### config.mk
export PLATFORM = sky130hd
export DESIGN_NAME = tlfg_mul
export DESIGN_NICKNAME = d
export VERILOG_FILES = /design/src/rtl/core/tlfg_pkg.sv /design/src/rtl/core/tlfg_mul.sv
export SDC_FILE = /design/constraint.sdc
export NUM_CORES = 2
export LEC_CHECK = 0
export ABC_AREA = 1
export BUFFER_PORTS_ARGS = -buffer_cell sky130_fd_sc_hd__buf_2
export CAP_MARGIN = 20
export CORE_UTILIZATION = 55
export CTS_CLUSTER_DIAMETER = 30
export CTS_CLUSTER_SIZE = 20
export DETAILED_ROUTE_END_ITERATION = 7
export GPL_ROUTABILITY_DRIVEN = 0
export PLACE_DENSITY = 0.77
export RECOVER_POWER = 50
export SLEW_MARGIN = 20
export SYNTH_ARGS = -nofsm -noshare
export SYNTH_HDL_FRONTEND = slang
export SYNTH_SLANG_ARGS = --single-unit
### constraint.sdc
create_clock -name i_clk -period 6.2 [get_ports i_clk]
set_clock_uncertainty 0.15 [all_clocks]
set_input_delay 0.62 -clock i_clk [delete_from_list [all_inputs] [get_ports i_clk]]
set_output_delay 0.62 -clock i_clk [all_outputs]
set_load 0.01 [all_outputs]
### src/rtl/core/tlfg_pkg.sv
// Shared widths, latencies and defaults of the triangle gradient pipeline.
package tlfg_pkg;
    localparam int FRAC_BITS_DEF = 16;
    localparam int LIMB_W = 32;
    localparam int MUL_LAT = 4;
    localparam int IN_W = 32;
    localparam int DIFF_W = IN_W + 1;
    localparam int CRS_W = 2 * DIFF_W + 1;
    localparam int SQ_W = 2 * CRS_W;
    localparam int DEN_W = SQ_W + 2;
    localparam int UV_W = DIFF_W + CRS_W + 1;
    localparam int NP_W = DIFF_W + UV_W;
    localparam int NS_W = NP_W + 1;
    localparam int OUT_W = 32;
    localparam int QUOT_W = OUT_W + 1;
    localparam int DIV_LAT = QUOT_W + 2;
endpackage

### src/rtl/core/tlfg_mul.sv
// Signed multiplier pipelined in four stages: magnitudes, limb products, row sums, total.
module tlfg_mul #(
    parameter int WA = 33,
    parameter int WB = 33
) (
    input  logic                    i_clk,
    input  logic signed [WA-1:0]    i_a,
    input  logic signed [WB-1:0]    i_b,
    output logic signed [WA+WB-1:0] o_p
);
    localparam int LW = tlfg_pkg::LIMB_W;
    localparam int NA = (WA + LW - 1) / LW;
    localparam int NB = (WB + LW - 1) / LW;
    localparam int PW = WA + WB;

    logic [WA-1:0]      w_ma;
    logic [WB-1:0]      w_mb;
    logic [NA*LW-1:0]   r_ma;
    logic [NB*LW-1:0]   r_mb;
    logic               r_neg1;
    logic               r_neg2;
    logic               r_neg3;
    logic [2*LW-1:0]    r_pp [NA][NB];
    logic [PW-1:0]      n_row [NA];
    logic [PW-1:0]      r_row [NA];
    logic [PW-1:0]      n_sum;
    logic signed [PW-1:0] r_p;

    assign w_ma = i_a[WA-1] ? $unsigned(-i_a) : $unsigned(i_a);
    assign w_mb = i_b[WB-1] ? $unsigned(-i_b) : $unsigned(i_b);

    always_comb begin
        for (int i = 0; i < NA; i++) begin
            n_row[i] = '0;
            for (int j = 0; j < NB; j++) begin
                n_row[i] = n_row[i] + (PW'(r_pp[i][j]) << (j * LW));
            end
        end
        n_sum = '0;
        for (int i = 0; i < NA; i++) begin
            n_sum = n_sum + (r_row[i] << (i * LW));
        end
    end

    always_ff @(posedge i_clk) begin
        r_ma   <= (NA*LW)'(w_ma);
        r_mb   <= (NB*LW)'(w_mb);
        r_neg1 <= i_a[WA-1] ^ i_b[WB-1];
        for (int i = 0; i < NA; i++) begin
            for (int j = 0; j < NB; j++) begin
                r_pp[i][j] <= (2*LW)'(r_ma[i*LW +: LW]) * (2*LW)'(r_mb[j*LW +: LW]);
            end
        end
        r_neg2 <= r_neg1;
        r_row  <= n_row;
        r_neg3 <= r_neg2;
        r_p    <= r_neg3 ? -$signed(n_sum) : $signed(n_sum);
    end

    assign o_p = r_p;
endmodule

Word level (Yosys, flattened, before mapping)
Memory sizes are Yosys's and may differ from the RTL's.
Index checks and enable logic that the tools add are counted.
W data, S select, Z words.
{"block": "classes", "add_sub_neg": 6, "multipliers": 4, "mux": 3, "bitwise": 1}
{"cell": "$add A64 B66 Y66", "count": 1}
{"cell": "$add A66 B66 Y66", "count": 1}
{"cell": "$mux W66", "count": 1}
{"cell": "$neg A33 Y33", "count": 2}
{"cell": "$neg A66 Y66", "count": 1}
{"cell": "$mul A32 B32 Y64", "count": 1}
{"cell": "$mux W32", "count": 2}
{"cell": "$add A34 B34 Y34", "count": 1}
{"cell": "$mul A1 B32 Y33", "count": 1}
{"cell": "$mul A32 B1 Y33", "count": 1}
{"cell": "$mul A1 B1 Y2", "count": 1}
{"cell": "$xor A1 B1 Y1", "count": 1}
{"block": "word_totals", "regBits": 235, "ram_bits": 194, "in_bits": 67, "n_memories": 1}
{"name": "r_pp", "words": 2, "width": 97, "rd": 2, "rd_ports_with_merged_regs": 0, "write_ports": 2, "line_no": "tlfg_mul.sv:23", "source": "logic [2*LW-1:0] r_pp [NA][NB];"}

Longest topological paths before layout
{"block": "depth", "word_depth": 3, "ltp_mapped": 30}

Worst setup path after synthesis
Ideal clock, no wire load.
{"block": "synth_path", "path_type": "register to register", "startpoint": "register r_ma[12]", "endpoint": "memory r_pp[0][85] (netlist name)", "setup_time_ns": 0.112, "t_arrival_ns": 6.336, "required_time_ns": 5.938, "setup_slack_ns": -0.398, "stages_incl_launch_ff": 28, "period_less_slack_ns": 6.598, "path_cell_list": "dfxtp_1 -> clkbuf_1 -> clkbuf_1 -> nand2_1 -> inv_1 -> fa_1 -> fa_1 -> fa_1 -> inv_1 -> fa_1 -> inv_1 -> fa_1 -> inv_1 -> fa_1 -> inv_1 -> fa_1 -> fa_1 -> ha_1 -> nand2_1 -> nor2_1 -> inv_1 -> nor2_1 -> a21oi_1 -> o21ai_0 -> a21o_1 -> nand2_1 -> nand3_1 -> nand2_1"}
{"element": "from (decl)", "line_no": "tlfg_mul.sv:18", "source": "logic [NA*LW-1:0] r_ma;"}
{"element": "from (signal assigned)", "line_no": "tlfg_mul.sv:46", "source": "r_ma <= (NA*LW)'(w_ma);"}
{"element": "to (decl)", "line_no": "tlfg_mul.sv:23"}

==> metrics.txt <==
Max Fclk between 100 and 150 MHz; Crit-path slowest cell fa_1; Final setup viols 45; CTS tree built; grt total ovfl 0; Row Count 110; detailed router's first-iteration violation count around 3,500; Worst Reg-to-Reg Cells 25; YS warnings 0; ys flop type dfxtp_1; Worst Path Required ~6600 ps; Hold Path Sink r_mb[19]; Die Wd 304 um; relative slew slack -68.4%; Top cell by count, worst path fa_1; failing checks capacitance limit, slew limit, setup timing; crit path DAT 7260 ps; Max Slew Vio Count 83; number of flops mapped to enable cells by yosys 0; CP Buf/Inv Count 7; GRT Resource Usage Total 31.4%; Die ar. ~0.092 mm^2; worst r2r dst r_pp[0][72]; endpoints failing hold 0; H-tree depth 3; synthesized instance count 6,497; worst-skew pair later-pin latency 600 ps; count of different cell masters after synthesis 46; nets 8,171; outcome complete, but fails checks; maxcap violations 2; ys async rst share 0%; P&R area growth vs syn 19.3%; largest cells by area after synthesis fa_1 36%, dfxtp_1 14%, inv_1 14%; Synth top area share 36.0%; Initial Util 55.6%; Largest stage delay, worst path 610 ps; antenna violations before repair 1; CP Max Fanout 12; most common cell in the netlist inv_1; Mapped Nets 7,793; # IOs 133; HPWL after detailed placement around 110,000 um; router iterations before antenna repair 8; hold depth 2; vias in the first global route 45,600; Clock Path Buffers 3; crit path launch type flop; routed length per instance 17.8 um; CP top delay family adder cells; Placeable Area 0.0900 mm^2; CTS buffer count 66; Worst-path clk slew about 60 ps; Syn Area/Cell 7.70 um^2; RSZ-0062 raised after global routing yes; clock root buffer clkbuf_16; Reg-to-Reg Start r_mb[14]; register area share after synthesis 14.5%; vias per cell between 5 and 6; Routed Antenna Nets 0; r2r setup slk -690 ps; # DRC 0; Final period util 111%; crit path from r_mb[14]; fin worst setup slack -687 ps; worst setup path class flop to flop; die height 304 um; largest net degree at the start of global routing 49; worst-margin pin slew 2530 ps; post-synthesis instance area 0.0500 mm^2; synth cell count leaders 1,864 x inv_1, 1,690 x nand2_1, 898 x fa_1, 362 x dfxtp_1, 331 x ha_1; worst min path class primary input to flop; Yosys reg bits 362; worst slack, placed -596 ps; first-pass GRT wire length 227,000 um; Clock Sinks 362; minimum clock period a little under 7000 ps; via count 42,700; HP Start i_b[19]; cell taking the most area after synthesis fa_1; input/output buffers approximately 130; drt total wl around 140,000 um; fraction of layout cells with a size suffix above 1 14.6%; crit end category flop
==> how the worst max path moves through the flow <==
stage                        to  slack, ps  cells after the start
floorplan           r_pp[0][85]        -70                     25
global placement    r_pp[0][89]       -530                     24
detailed placement  r_pp[0][92]       -600                     26
CTS                 r_pp[0][91]       -500                     23
global route        r_pp[0][91]       -880                     25
finish              r_pp[0][72]       -690                     25
==> worst reg2reg max path, delay by kind of cell (launching register included) <==
family | cells | cell delay, ps
fa+ha+maj | 9 | 4050
buf+inv | 7 | 880
compound gates | 4 | 640
simple gates | 4 | 460
flops | 1 | 390
xor+xnor | 1 | 240
==> routing by layer <==
layer	up-vias	track usage [%]	part of all wire (%)
li1	19200	-	-
met1	20500	37.6	36
met2	2368	53.2	47
met3	653	7.13	11
met4	2	15.8	6.3
met5	-	0	0.015
==> state kept, by name, indices dropped and copies added (netlist names) <==
register and flops:
r_neg2 1, r_pp 129, o_p 66, r_ma 33, r_mb 33, r_neg3 1
r_row 98, r_neg1 1
==> cells in the final DEF (no fill, tap or decap), drive strengths merged, types with 7 or more instances in the layout <==
| cell | instances |
|---|---|
| nand3 | 124 |
| buf | 552 |
| o21bai | 16 |
| a21oi | 141 |
| nand3b | 8 |
| fa | 898 |
| clkinv | 11 |
| nor3 | 46 |
| nor4 | 7 |
| nand4 | 34 |
| a31oi | 20 |
| xor2 | 150 |
| a221oi | 7 |
| nand2 | 1707 |
| xnor2 | 61 |
| a21o | 11 |
| nor2 | 287 |
| ha | 331 |
| clkbuf | 112 |
| bufinv | 7 |
| inv | 1887 |
| dfxtp | 362 |
| o21ai | 100 |
==> stage by stage <==
step / instance area [um^2] / utilization, % / hold WS [ps] / instances / TNS, ps
floorplan: 51100 / - / 160 / 6497 / -244
global placement: 55700 / 61.9 / 160 / 7951 / -14850
detailed placement: 55700 / 61.9 / 162 / 7951 / -17870
CTS: 58900 / 65.4 / 38.9 / 8086 / -13490
global route: 59600 / 66.3 / 62.6 / 8102 / -28980
finish: 59600 / 66.3 / 70.5 / 8103 / -20880
==> cells by family after synthesis <==
group	synth area share (%)
simple gates	17.8
buf+inv	16.1
fa+ha+maj	44.2
flops	14.5
compound gates	3.65
xor+xnor	3.70
==> repair_timing <==
item                                    CTS  global route
hold buffers                              2             0
pin swaps                                38            37
resized for setup                       179           141
buffers inserted                         13             8
hold endpoints to repair                  2             0
gates cloned                              2             8
endpoints found under the setup margin   48            51
==> cell type report <==
cell class | instances | area (um^2)
Sequential cell | 362 | 7310
Timing Repair Buffer | 588 | 5440
Clock inverter | 40 | 598
Fill cell | 6846 | 30400
Antenna cell | 1 | 2.50
Clock buffer | 79 | 1750
Tap cell | 1176 | 1470
Multi-Input combinational cell | 3988 | 36100
Inverter | 1869 | 7020
Power is not shown: default switching activity piles up to over one toggle a cycle in this logic, so the estimate is an artifact.
